[config.mk]
export PLATFORM = sky130hd
export DESIGN_NAME = wep_frame_crypt
export DESIGN_NICKNAME = d
export VERILOG_FILES = /design/src/design/wep_fc_pkg.sv /design/src/design/wep_frame_crypt.sv
export SDC_FILE = /design/constraint.sdc
export NUM_CORES = 2
export LEC_CHECK = 0
export BUFFER_PORTS_ARGS = -buffer_cell sky130_fd_sc_hd__buf_2
export CAP_MARGIN = 5
export CORE_MARGIN = 3
export CORE_UTILIZATION = 55
export DETAILED_ROUTE_END_ITERATION = 10
export PLACE_DENSITY_LB_ADDON = 0.25
export SETUP_SLACK_MARGIN = 0.15
export SLEW_MARGIN = 10
export SYNTH_ARGS = -nofsm -noshare
export SYNTH_HDL_FRONTEND = slang
export SYNTH_SLANG_ARGS = --single-unit
[constraint.sdc]
create_clock -name clk -period 18.6 [get_ports clk]
set_clock_uncertainty 0.15 [all_clocks]
set_input_delay 2.79 -clock clk [delete_from_list [all_inputs] [get_ports clk]]
set_output_delay 2.79 -clock clk [all_outputs]
set_load 0.02 [all_outputs]
[src/design/wep_fc_pkg.sv]
// Package with the transaction types, constants and CRC helper of the WEP frame engine.
`timescale 1ns / 1ps

package wep_fc_pkg;

  localparam int IV_BYTES      = 3;
  localparam int ICV_BYTES     = 4;
  localparam int MAX_KEY_BYTES = 13;
  localparam int KEY40_BYTES   = 5;

  localparam logic [31:0] CRC_POLY = 32'hEDB88320;
  localparam logic [31:0] CRC_INIT = 32'hFFFFFFFF;

  localparam logic [1:0] KIND_HDR  = 2'd0;
  localparam logic [1:0] KIND_PAY  = 2'd1;
  localparam logic [1:0] KIND_ICV  = 2'd2;
  localparam logic [1:0] KIND_STAT = 2'd3;

  localparam logic [2:0] REG_KEY_LOW  = 3'd0;
  localparam logic [2:0] REG_KEY_HIGH = 3'd1;
  localparam logic [2:0] REG_KEY_104  = 3'd2;
  localparam logic [2:0] REG_KEY_IDX  = 3'd3;
  localparam logic [2:0] REG_IV_SEED  = 3'd4;

  typedef struct packed {
    logic       operation;
    logic [7:0] in_byte;
    logic       frame_first;
    logic       frame_last;
  } in_data_t;

  typedef struct packed {
    logic [7:0] out_byte;
    logic [1:0] out_kind;
    logic       icv_good;
    logic       end_of_frame;
  } out_data_t;

  // Reflected CRC-32 update over one byte.
  function automatic logic [31:0] crc_byte(input logic [31:0] crc, input logic [7:0] b);
    logic [31:0] c;
    c = crc ^ {24'h0, b};
    for (int k = 0; k < 8; k++) begin
      c = (c >> 1) ^ (c[0] ? CRC_POLY : 32'h0);
    end
    return c;
  endfunction

endpackage

[src/design/wep_frame_crypt.sv]
// WEP frame body engine: RC4 key scheduling, keystream and CRC-32 ICV over one S-box memory.
`timescale 1ns / 1ps

// The engine takes one frame byte per input transaction and returns zero or more result
// transactions through a registered output stage. All RC4 work goes through a single
// 256x8 S-box memory with one write and one registered read per cycle, driven by a small
// sequencer, so the block accepts a new byte only when the previous one is fully handled.
// A payload byte passes through the accept, a CRC update on encrypt, 6 memory steps for
// the keystream and the emit, and on decrypt it then enters the hold window. A decrypt
// byte that only fills the hold window goes from the accept to the hold step alone.
// Each ICV byte, on an encrypt close or in the decrypt check, runs the keystream steps
// again. Key scheduling at the start of a frame fills the S-box and then swaps through it
// with four memory steps per entry; on encrypt it follows the four header results. On
// decrypt the schedule runs when the key index byte arrives, and the four final bytes
// are held back and checked against the running CRC before a status transaction closes
// the frame.
// Configuration sits on an APB-style port with 64-bit data at byte address 8*i.
module wep_frame_crypt
  import wep_fc_pkg::*;
(
  input  logic        clk,
  input  logic        rst_n,
  input  logic        in_valid,
  output logic        in_ready,
  input  in_data_t    in_data,
  output logic        out_valid,
  input  logic        out_ready,
  output out_data_t   out_data,
  input  logic        psel,
  input  logic        penable,
  input  logic        pwrite,
  input  logic [5:0]  paddr,
  input  logic [63:0] pwdata,
  output logic [63:0] prdata,
  output logic        pready
);

  // Frame phases.
  localparam logic [2:0] PH_IDLE  = 3'd0;
  localparam logic [2:0] PH_ENC   = 3'd1;
  localparam logic [2:0] PH_DIV1  = 3'd2;
  localparam logic [2:0] PH_DIV2  = 3'd3;
  localparam logic [2:0] PH_DKID  = 3'd4;
  localparam logic [2:0] PH_DBODY = 3'd5;

  // Sequencer states.
  localparam logic [4:0] S_IDLE  = 5'd0;
  localparam logic [4:0] S_HDR   = 5'd1;
  localparam logic [4:0] S_INIT  = 5'd2;
  localparam logic [4:0] S_KSA0  = 5'd3;
  localparam logic [4:0] S_KSA1  = 5'd4;
  localparam logic [4:0] S_KSA2  = 5'd5;
  localparam logic [4:0] S_KSA3  = 5'd6;
  localparam logic [4:0] S_SDONE = 5'd7;
  localparam logic [4:0] S_ENCB  = 5'd8;
  localparam logic [4:0] S_KS0   = 5'd9;
  localparam logic [4:0] S_KS1   = 5'd10;
  localparam logic [4:0] S_KS2   = 5'd11;
  localparam logic [4:0] S_KS3   = 5'd12;
  localparam logic [4:0] S_KS4   = 5'd13;
  localparam logic [4:0] S_KS5   = 5'd14;
  localparam logic [4:0] S_USE   = 5'd15;
  localparam logic [4:0] S_HOLD  = 5'd16;
  localparam logic [4:0] S_STAT  = 5'd17;

  // What a keystream byte is used for.
  localparam logic [1:0] JOB_ENC_PAY = 2'd0;
  localparam logic [1:0] JOB_ENC_ICV = 2'd1;
  localparam logic [1:0] JOB_DEC_PAY = 2'd2;
  localparam logic [1:0] JOB_DEC_ICV = 2'd3;

  // Configuration registers.
  logic [63:0] key_low_r;
  logic [39:0] key_high_r;
  logic        key_104_r;
  logic [7:0]  key_idx_r;
  logic [23:0] iv_seed_r;

  // S-box memory.
  logic [7:0] sbox_mem [256];
  logic [7:0] rdata_r;
  logic       sbox_we;
  logic [7:0] sbox_waddr, sbox_wdata, sbox_raddr;

  // Sequencer registers.
  logic [4:0]  state_r, state_nxt;
  logic [2:0]  phase_r, phase_nxt;
  logic [1:0]  job_r, job_nxt;
  logic [1:0]  cnt_r, cnt_nxt;
  logic [7:0]  a_r, a_nxt;
  logic [3:0]  kp_r, kp_nxt;
  logic [7:0]  i_r, i_nxt;
  logic [7:0]  j_r, j_nxt;
  logic [7:0]  val_r, val_nxt;
  logic [7:0]  sj_r, sj_nxt;
  logic [7:0]  ks_r, ks_nxt;
  logic [31:0] crc_r, crc_nxt;
  logic [23:0] iv_ctr_r, iv_ctr_nxt;
  logic [23:0] ivw_r, ivw_nxt;
  logic [23:0] rx_iv_r, rx_iv_nxt;
  logic [7:0]  byte_r, byte_nxt;
  logic        last_r, last_nxt;
  logic        good_r, good_nxt;
  logic [7:0]  hold_r [ICV_BYTES];
  logic [7:0]  hold_nxt [ICV_BYTES];
  logic [2:0]  hold_cnt_r, hold_cnt_nxt;

  logic        out_valid_r;
  out_data_t   out_data_r;
  logic        emit;
  out_data_t   emit_data;
  logic        can_load;

  logic        cfg_we;
  logic [2:0]  cfg_idx;

  logic [7:0]  kb;
  logic [3:0]  kp_last;
  logic [3:0]  key_pos;
  logic [23:0] iv_pick;
  logic [7:0]  icv_byte;
  logic [7:0]  crc_cmp_byte;
  logic [7:0]  pbyte;
  logic [7:0]  j_step;

  assign pready  = 1'b1;
  assign cfg_idx = paddr[5:3];
  assign cfg_we  = psel && penable && pwrite;

  always_comb begin
    case (cfg_idx)
      REG_KEY_LOW:  prdata = key_low_r;
      REG_KEY_HIGH: prdata = {24'h0, key_high_r};
      REG_KEY_104:  prdata = {63'h0, key_104_r};
      REG_KEY_IDX:  prdata = {56'h0, key_idx_r};
      REG_IV_SEED:  prdata = {40'h0, iv_seed_r};
      default:      prdata = 64'h0;
    endcase
  end

  always_ff @(posedge clk) begin
    if (sbox_we) begin
      sbox_mem[sbox_waddr] <= sbox_wdata;
    end
    rdata_r <= sbox_mem[sbox_raddr];
  end

  // Byte kp of IV || key.
  assign key_pos = kp_r - 4'd3;
  always_comb begin
    if (kp_r == 4'd0) begin
      kb = ivw_r[23:16];
    end else if (kp_r == 4'd1) begin
      kb = ivw_r[15:8];
    end else if (kp_r == 4'd2) begin
      kb = ivw_r[7:0];
    end else if (key_pos < 4'd8) begin
      kb = key_low_r[{key_pos[2:0], 3'b000} +: 8];
    end else begin
      kb = key_high_r[{key_pos[2:0], 3'b000} +: 8];
    end
  end
  assign kp_last = key_104_r ? 4'(IV_BYTES + MAX_KEY_BYTES - 1) : 4'(IV_BYTES + KEY40_BYTES - 1);

  // Weak IVs of the form (B, 255, N) with B from 3 to 15 jump to (B+1, 0, 0).
  always_comb begin
    iv_pick = iv_ctr_r;
    if (iv_ctr_r[15:8] == 8'hFF && iv_ctr_r[23:16] >= 8'd3 && iv_ctr_r[23:16] < 8'd16) begin
      iv_pick = {iv_ctr_r[23:16] + 8'd1, 16'h0};
    end
  end

  assign icv_byte     = ~crc_r[{cnt_r, 3'b000} +: 8];
  assign crc_cmp_byte = hold_r[cnt_r] ^ ks_r;
  assign pbyte        = hold_r[0] ^ ks_r;
  assign j_step       = j_r + rdata_r;
  assign can_load     = !out_valid_r || out_ready;
  assign in_ready     = (state_r == S_IDLE);

  always_comb begin
    state_nxt    = state_r;
    phase_nxt    = phase_r;
    job_nxt      = job_r;
    cnt_nxt      = cnt_r;
    a_nxt        = a_r;
    kp_nxt       = kp_r;
    i_nxt        = i_r;
    j_nxt        = j_r;
    val_nxt      = val_r;
    sj_nxt       = sj_r;
    ks_nxt       = ks_r;
    crc_nxt      = crc_r;
    iv_ctr_nxt   = iv_ctr_r;
    ivw_nxt      = ivw_r;
    rx_iv_nxt    = rx_iv_r;
    byte_nxt     = byte_r;
    last_nxt     = last_r;
    good_nxt     = good_r;
    hold_nxt     = hold_r;
    hold_cnt_nxt = hold_cnt_r;
    sbox_we      = 1'b0;
    sbox_waddr   = a_r;
    sbox_wdata   = a_r;
    sbox_raddr   = a_r;
    emit         = 1'b0;
    emit_data    = '0;

    unique case (state_r)
      S_IDLE: begin
        if (in_valid) begin
          byte_nxt = in_data.in_byte;
          last_nxt = in_data.frame_last;
          if (in_data.frame_first && !in_data.operation) begin
            ivw_nxt    = iv_pick;
            iv_ctr_nxt = iv_pick + 24'd1;
            cnt_nxt    = 2'd0;
            phase_nxt  = PH_ENC;
            state_nxt  = S_HDR;
          end else if (in_data.frame_first) begin
            rx_iv_nxt = {in_data.in_byte, 16'h0};
            phase_nxt = PH_DIV1;
            if (in_data.frame_last) begin
              good_nxt  = 1'b0;
              state_nxt = S_STAT;
            end
          end else begin
            case (phase_r)
              PH_ENC: state_nxt = S_ENCB;
              PH_DIV1, PH_DIV2: begin
                if (phase_r == PH_DIV1) begin
                  rx_iv_nxt[15:8] = in_data.in_byte;
                  phase_nxt       = PH_DIV2;
                end else begin
                  rx_iv_nxt[7:0] = in_data.in_byte;
                  phase_nxt      = PH_DKID;
                end
                if (in_data.frame_last) begin
                  good_nxt  = 1'b0;
                  state_nxt = S_STAT;
                end
              end
              PH_DKID: begin
                ivw_nxt      = rx_iv_r;
                phase_nxt    = PH_DBODY;
                hold_cnt_nxt = 3'd0;
                a_nxt        = 8'd0;
                state_nxt    = S_INIT;
              end
              PH_DBODY: begin
                if (hold_cnt_r == 3'(ICV_BYTES)) begin
                  job_nxt   = JOB_DEC_PAY;
                  state_nxt = S_KS0;
                end else begin
                  state_nxt = S_HOLD;
                end
              end
              default: phase_nxt = PH_IDLE;
            endcase
          end
        end
      end
      S_HDR: begin
        if (can_load) begin
          emit               = 1'b1;
          emit_data.out_kind = KIND_HDR;
          case (cnt_r)
            2'd0:    emit_data.out_byte = ivw_r[23:16];
            2'd1:    emit_data.out_byte = ivw_r[15:8];
            2'd2:    emit_data.out_byte = ivw_r[7:0];
            default: emit_data.out_byte = key_idx_r;
          endcase
          cnt_nxt = cnt_r + 2'd1;
          if (cnt_r == 2'd3) begin
            a_nxt     = 8'd0;
            state_nxt = S_INIT;
          end
        end
      end
      S_INIT: begin
        sbox_we = 1'b1;
        a_nxt   = a_r + 8'd1;
        if (a_r == 8'hFF) begin
          j_nxt     = 8'd0;
          kp_nxt    = 4'd0;
          state_nxt = S_KSA0;
        end
      end
      S_KSA0: begin
        sbox_raddr = a_r;
        state_nxt  = S_KSA1;
      end
      S_KSA1: begin
        val_nxt    = rdata_r;
        j_nxt      = j_step + kb;
        sbox_raddr = j_step + kb;
        kp_nxt     = (kp_r == kp_last) ? 4'd0 : kp_r + 4'd1;
        state_nxt  = S_KSA2;
      end
      S_KSA2: begin
        sbox_we    = 1'b1;
        sbox_waddr = a_r;
        sbox_wdata = rdata_r;
        state_nxt  = S_KSA3;
      end
      S_KSA3: begin
        sbox_we    = 1'b1;
        sbox_waddr = j_r;
        sbox_wdata = val_r;
        a_nxt      = a_r + 8'd1;
        if (a_r == 8'hFF) begin
          i_nxt     = 8'd0;
          j_nxt     = 8'd0;
          crc_nxt   = CRC_INIT;
          state_nxt = S_SDONE;
        end else begin
          state_nxt = S_KSA0;
        end
      end
      S_SDONE: begin
        if (phase_r == PH_ENC) begin
          state_nxt = S_ENCB;
        end else if (last_r) begin
          good_nxt  = 1'b0;
          state_nxt = S_STAT;
        end else begin
          state_nxt = S_IDLE;
        end
      end
      S_ENCB: begin
        crc_nxt   = crc_byte(crc_r, byte_r);
        job_nxt   = JOB_ENC_PAY;
        state_nxt = S_KS0;
      end
      S_KS0: begin
        i_nxt      = i_r + 8'd1;
        sbox_raddr = i_r + 8'd1;
        state_nxt  = S_KS1;
      end
      S_KS1: begin
        val_nxt    = rdata_r;
        j_nxt      = j_step;
        sbox_raddr = j_step;
        state_nxt  = S_KS2;
      end
      S_KS2: begin
        sj_nxt     = rdata_r;
        sbox_we    = 1'b1;
        sbox_waddr = i_r;
        sbox_wdata = rdata_r;
        state_nxt  = S_KS3;
      end
      S_KS3: begin
        sbox_we    = 1'b1;
        sbox_waddr = j_r;
        sbox_wdata = val_r;
        state_nxt  = S_KS4;
      end
      S_KS4: begin
        sbox_raddr = val_r + sj_r;
        state_nxt  = S_KS5;
      end
      S_KS5: begin
        ks_nxt    = rdata_r;
        state_nxt = S_USE;
      end
      S_USE: begin
        case (job_r)
          JOB_ENC_PAY: begin
            if (can_load) begin
              emit               = 1'b1;
              emit_data.out_byte = byte_r ^ ks_r;
              emit_data.out_kind = KIND_PAY;
              if (last_r) begin
                job_nxt   = JOB_ENC_ICV;
                cnt_nxt   = 2'd0;
                state_nxt = S_KS0;
              end else begin
                state_nxt = S_IDLE;
              end
            end
          end
          JOB_ENC_ICV: begin
            if (can_load) begin
              emit                   = 1'b1;
              emit_data.out_byte     = icv_byte ^ ks_r;
              emit_data.out_kind     = KIND_ICV;
              emit_data.end_of_frame = (cnt_r == 2'd3);
              cnt_nxt                = cnt_r + 2'd1;
              if (cnt_r == 2'd3) begin
                phase_nxt = PH_IDLE;
                state_nxt = S_IDLE;
              end else begin
                state_nxt = S_KS0;
              end
            end
          end
          JOB_DEC_PAY: begin
            if (can_load) begin
              emit               = 1'b1;
              emit_data.out_byte = pbyte;
              emit_data.out_kind = KIND_PAY;
              crc_nxt            = crc_byte(crc_r, pbyte);
              for (int k = 0; k < ICV_BYTES - 1; k++) begin
                hold_nxt[k] = hold_r[k + 1];
              end
              hold_cnt_nxt = 3'(ICV_BYTES - 1);
              state_nxt    = S_HOLD;
            end
          end
          default: begin
            // ICV check: each decrypted ICV byte must equal the complemented CRC byte.
            good_nxt = good_r && (crc_cmp_byte == icv_byte);
            cnt_nxt  = cnt_r + 2'd1;
            if (cnt_r == 2'd3) begin
              state_nxt = S_STAT;
            end else begin
              state_nxt = S_KS0;
            end
          end
        endcase
      end
      S_HOLD: begin
        hold_nxt[hold_cnt_r[1:0]] = byte_r;
        hold_cnt_nxt              = hold_cnt_r + 3'd1;
        if (!last_r) begin
          state_nxt = S_IDLE;
        end else if (hold_cnt_r == 3'(ICV_BYTES - 1)) begin
          job_nxt   = JOB_DEC_ICV;
          cnt_nxt   = 2'd0;
          good_nxt  = 1'b1;
          state_nxt = S_KS0;
        end else begin
          good_nxt  = 1'b0;
          state_nxt = S_STAT;
        end
      end
      S_STAT: begin
        if (can_load) begin
          emit                   = 1'b1;
          emit_data.out_kind     = KIND_STAT;
          emit_data.icv_good     = good_r;
          emit_data.end_of_frame = 1'b1;
          phase_nxt              = PH_IDLE;
          state_nxt              = S_IDLE;
        end
      end
      default: state_nxt = S_IDLE;
    endcase

    if (cfg_we && cfg_idx == REG_IV_SEED) begin
      iv_ctr_nxt = pwdata[23:0];
    end
  end

  always_ff @(posedge clk) begin
    if (!rst_n) begin
      state_r     <= S_IDLE;
      phase_r     <= PH_IDLE;
      i_r         <= 8'd0;
      j_r         <= 8'd0;
      crc_r       <= CRC_INIT;
      iv_ctr_r    <= 24'd0;
      rx_iv_r     <= 24'd0;
      hold_cnt_r  <= 3'd0;
      out_valid_r <= 1'b0;
      key_low_r   <= 64'h0;
      key_high_r  <= 40'h0;
      key_104_r   <= 1'b0;
      key_idx_r   <= 8'h0;
      iv_seed_r   <= 24'h0;
    end else begin
      state_r     <= state_nxt;
      phase_r     <= phase_nxt;
      i_r         <= i_nxt;
      j_r         <= j_nxt;
      crc_r       <= crc_nxt;
      iv_ctr_r    <= iv_ctr_nxt;
      rx_iv_r     <= rx_iv_nxt;
      hold_cnt_r  <= hold_cnt_nxt;
      out_valid_r <= emit || (out_valid_r && !out_ready);
      if (cfg_we) begin
        case (cfg_idx)
          REG_KEY_LOW:  key_low_r  <= pwdata;
          REG_KEY_HIGH: key_high_r <= pwdata[39:0];
          REG_KEY_104:  key_104_r  <= pwdata[0];
          REG_KEY_IDX:  key_idx_r  <= pwdata[7:0];
          REG_IV_SEED:  iv_seed_r  <= pwdata[23:0];
          default: ;
        endcase
      end
    end
  end

  always_ff @(posedge clk) begin
    job_r  <= job_nxt;
    cnt_r  <= cnt_nxt;
    a_r    <= a_nxt;
    kp_r   <= kp_nxt;
    val_r  <= val_nxt;
    sj_r   <= sj_nxt;
    ks_r   <= ks_nxt;
    ivw_r  <= ivw_nxt;
    byte_r <= byte_nxt;
    last_r <= last_nxt;
    good_r <= good_nxt;
    hold_r <= hold_nxt;
    if (emit) begin
      out_data_r <= emit_data;
    end
  end

  assign out_valid = out_valid_r;
  assign out_data  = out_data_r;

endmodule

==> metrics.cfg <==
[sta]
tightest_slew_ps = 1320
max_freq_ghz = 0.108
finalCritPeriodShare = 0.500
maxSlewViolCount = 0
setup_tns_ps = 0
worst_slack_ps = 9300
slew_headroom = 0.123
rsz0062_at_grt = false
hold_violations = 0
fin_crit_ps = 9300
setup_viol = 0

[setup_path]
ff2ff_path_depth = 26
crit_top_cell = buf_4
max_stage_delay_ps = 720
cp_top_family = compound AO/OA/AOI/OAI gates
reg2reg_slack_ps = 9300
critPathLaunch = kp_r[0]
critPathMaxFanout = 62
arrival_ps = 9860
cp.depth = 26
required_ps = 19160
r2r-end = rdata_r[5]
crit_type = reg -> reg
critPathCapture = rdata_r[5]
start_kind = flip-flop
cp-end-kind = flip-flop
critPathSlowestCell = buf_4
reg2reg_from = kp_r[0]
critPathBufInv = 5

[yosys]
synth_seq_cells = 2419
yosys.area.top_type = edfxtp_1
syn-instance-count = 8719
ys_seq_area_frac = 0.678
synth_top_flop_cell = edfxtp_1
yosysMostFrequentCell = nand2_1
ys_warn_count = 0
avgSynthCellArea_sq_um = 11.9
async_flop_share = 0
synth_area_sq_um = 103000
synth.net_count = 8850
synth_cell_types = 87
synth_edf_count = 2166
synth_area_leaders = edfxtp_1 (63%), nand2_1 (8.9%), dfxtp_1 (4.9%)
yosys.area.top_type_share = 0.629
synth_common_cells = nand2_1 (2439), edfxtp_1 (2166), nand3_1 (673)

[detailed_routing]
drtIter0Drc = 9693
vias_per_cell = 6.26
first_pass_iters = 8
drt_wl_total_microns = 285000
wire_per_inst_microns = 25.1
drcViolationCount = 0
vias = 71000
ant_nets = 0

[global_route]
first_global_vias = 66700
grtUsageTotal = 0.289
grt_start_max_net_pins = 257
grt_overflow = 0
antenna_found_initial = 3
grt_pass1_wl_microns = 424000

[flow_run]
maxCapViolCount = 0

[floorplan]
core_area_sq_um = 186000
pin_count = 167
die_w_microns = 439
core.rowCount = 158
die_area_sq_um = 193000
start_util = 0.556
fp.dieH_microns = 439

[hold_path]
hold_path_class = reg -> reg

[layout]
drive_gt1_frac = 0.0855
fin_util = 0.610
layout.nets = 8791
area_growth_pct = 9.72
stdcell_area_sq_um = 113000

[clock_network]
cts_buffers = 236
path_clk_slew_ps = 70
h-tree-depth = 4
clock_path_buffers = 3
cts_tree = built
clock-sinks = 2419
ctsResizeCount = 0
clk_latency_ps = 870
cts_root_buf = clkbuf_16
cts_hold_buffers = 0
cts_setup_buffers = 0

[pwr]
irDropWorstVdd_uv = 213
switchingPower_w = 0.00746
power_switching_share = 0.397
p_seq_frac = 0.366
p_per_area_nw_per_um2 = 165
clockPowerShare = 0.253
internal-power_w = 0.0113
leakagePower_nw = 38.9
p_comb_frac = 0.380

[placement]
place_congestion = 0.912
dpl.hpwl_microns = 167000
io_buffers = 162
placed_cell_area_sq_um = 106000
dp_slack_ps = 9410

[status]
outcome = finished clean

[final cells by class]
type                       instances  area [sq um]
fill                           14300         72600
tap                             2480          3100
clock inverter                   144          1460
clock buffer                     298          6240
inverter                          29           114
antenna                            6          15.0
sequential                      2419         70100
multi-input combinational       5674         30300
timing repair buffer             300          2020
[sequential cells by signal (all words and copies together) (netlist names), 3 cells and up]
| register | count |
|---|---|
| ivw_r | 24 |
| a_r | 8 |
| iv_seed_r | 24 |
| out_data | 12 |
| key_idx_r | 8 |
| key_low_r | 64 |
| ks_r | 8 |
| j_r | 8 |
| sj_r | 8 |
| key_high_r | 40 |
| val_r | 8 |
| rx_iv_r | 24 |
| kp_r | 4 |
| hold_cnt_r | 3 |
| crc_r | 32 |
| state_r | 5 |
| i_r | 8 |
| rdata_r | 8 |
| byte_r | 8 |
| phase_r | 3 |
| iv_ctr_r | 24 |
| sbox_mem | 2048 |
| hold_r | 32 |
[logic make-up (layout without fill, tap and decap cells)]
group,Yosys count,in the layout,synth area share
fa+ha+maj,43,43,0.00542
buf+inv,626,771,0.0297
mux,187,187,0.0267
other cells,1,7,0.0000363
xor+xnor,194,194,0.0165
flops,2419,2419,0.678
compound gates,1200,1200,0.0768
simple gates,4049,4049,0.166
[worst min-delay path by stage]
stage	startpoint	end	cells past startpoint
after CTS	iv_seed_r[21]	iv_seed_r[21]	2
after detailed placement	iv_seed_r[21]	iv_seed_r[21]	2
final	iv_seed_r[12]	iv_seed_r[12]	2
after global placement	iv_seed_r[14]	iv_seed_r[14]	2
after floorplan	iv_seed_r[0]	iv_seed_r[0]	2
after global routing	iv_seed_r[10]	iv_seed_r[10]	2
[worst register-to-register path: cells and delay by family, from the launching register on]
family / cells / cell delay (ps)
flops: 1 / 350
xor+xnor: 1 / 680
compound gates: 12 / 3100
buf+inv: 5 / 2710
simple gates: 3 / 370
fa+ha+maj: 2 / 800
mux: 3 / 970
[metrics by stage]
stage / instances / hold slack, ps / power, W
after floorplan: 8719 / 286 / 0.0121
after detailed placement: 10900 / 297 / 0.0140
final: 11400 / 307 / 0.0188
after global placement: 10900 / 293 / 0.0138
after CTS: 11300 / 305 / 0.0187
after global routing: 11300 / 325 / 0.0195
[cell usage in the layout, fill, tap and decap left out, drive strengths merged, types with 7 or more instances in the layout]
master	synthesis	routed
a222oi	20	20
ha	40	40
nand4	21	21
nor2b	39	39
o2111ai	13	13
nand2b	16	16
xnor2	101	101
a21oi	302	302
bufinv	0	20
and2	45	45
a221oi	20	20
a32oi	10	10
and3	220	220
nor3	42	42
a31oi	179	179
clkinv	2	112
a22oi	44	44
clkinvlp	0	7
o21ai	195	195
nand2	2439	2439
nor4	24	24
nand3	673	673
a311oi	189	189
mux2i	113	113
mux4	70	70
buf	337	300
inv	27	34
nor3b	8	8
edfxtp	2166	2166
a211oi	35	35
or3	8	8
o211ai	7	7
clkbuf	260	298
nor2	490	490
o22ai	99	99
xor2	93	93
o21a	7	7
dfxtp	253	253
a22o	30	30
[power groups by stage]
stage	sequential, W	combinational [W]	clock, W
detailed placement	0.00698	0.00699	0
CTS	0.00687	0.00703	0.00479
finish	0.00687	0.00714	0.00475
global route	0.00688	0.00760	0.00500
floorplan	0.00747	0.00460	0
global placement	0.00698	0.00686	0
[routing by layer]
layer	routed length (microns)	share of wire	vias up	global-route usage
li1	-	-	31600	-
met1	112000	0.39	34900	0.405
met2	133000	0.47	3893	0.453
met3	28900	0.10	617	0.0532
met4	11300	0.040	0	0.111
met5	0	0	-	0
Power figures use the tool's default switching activity.
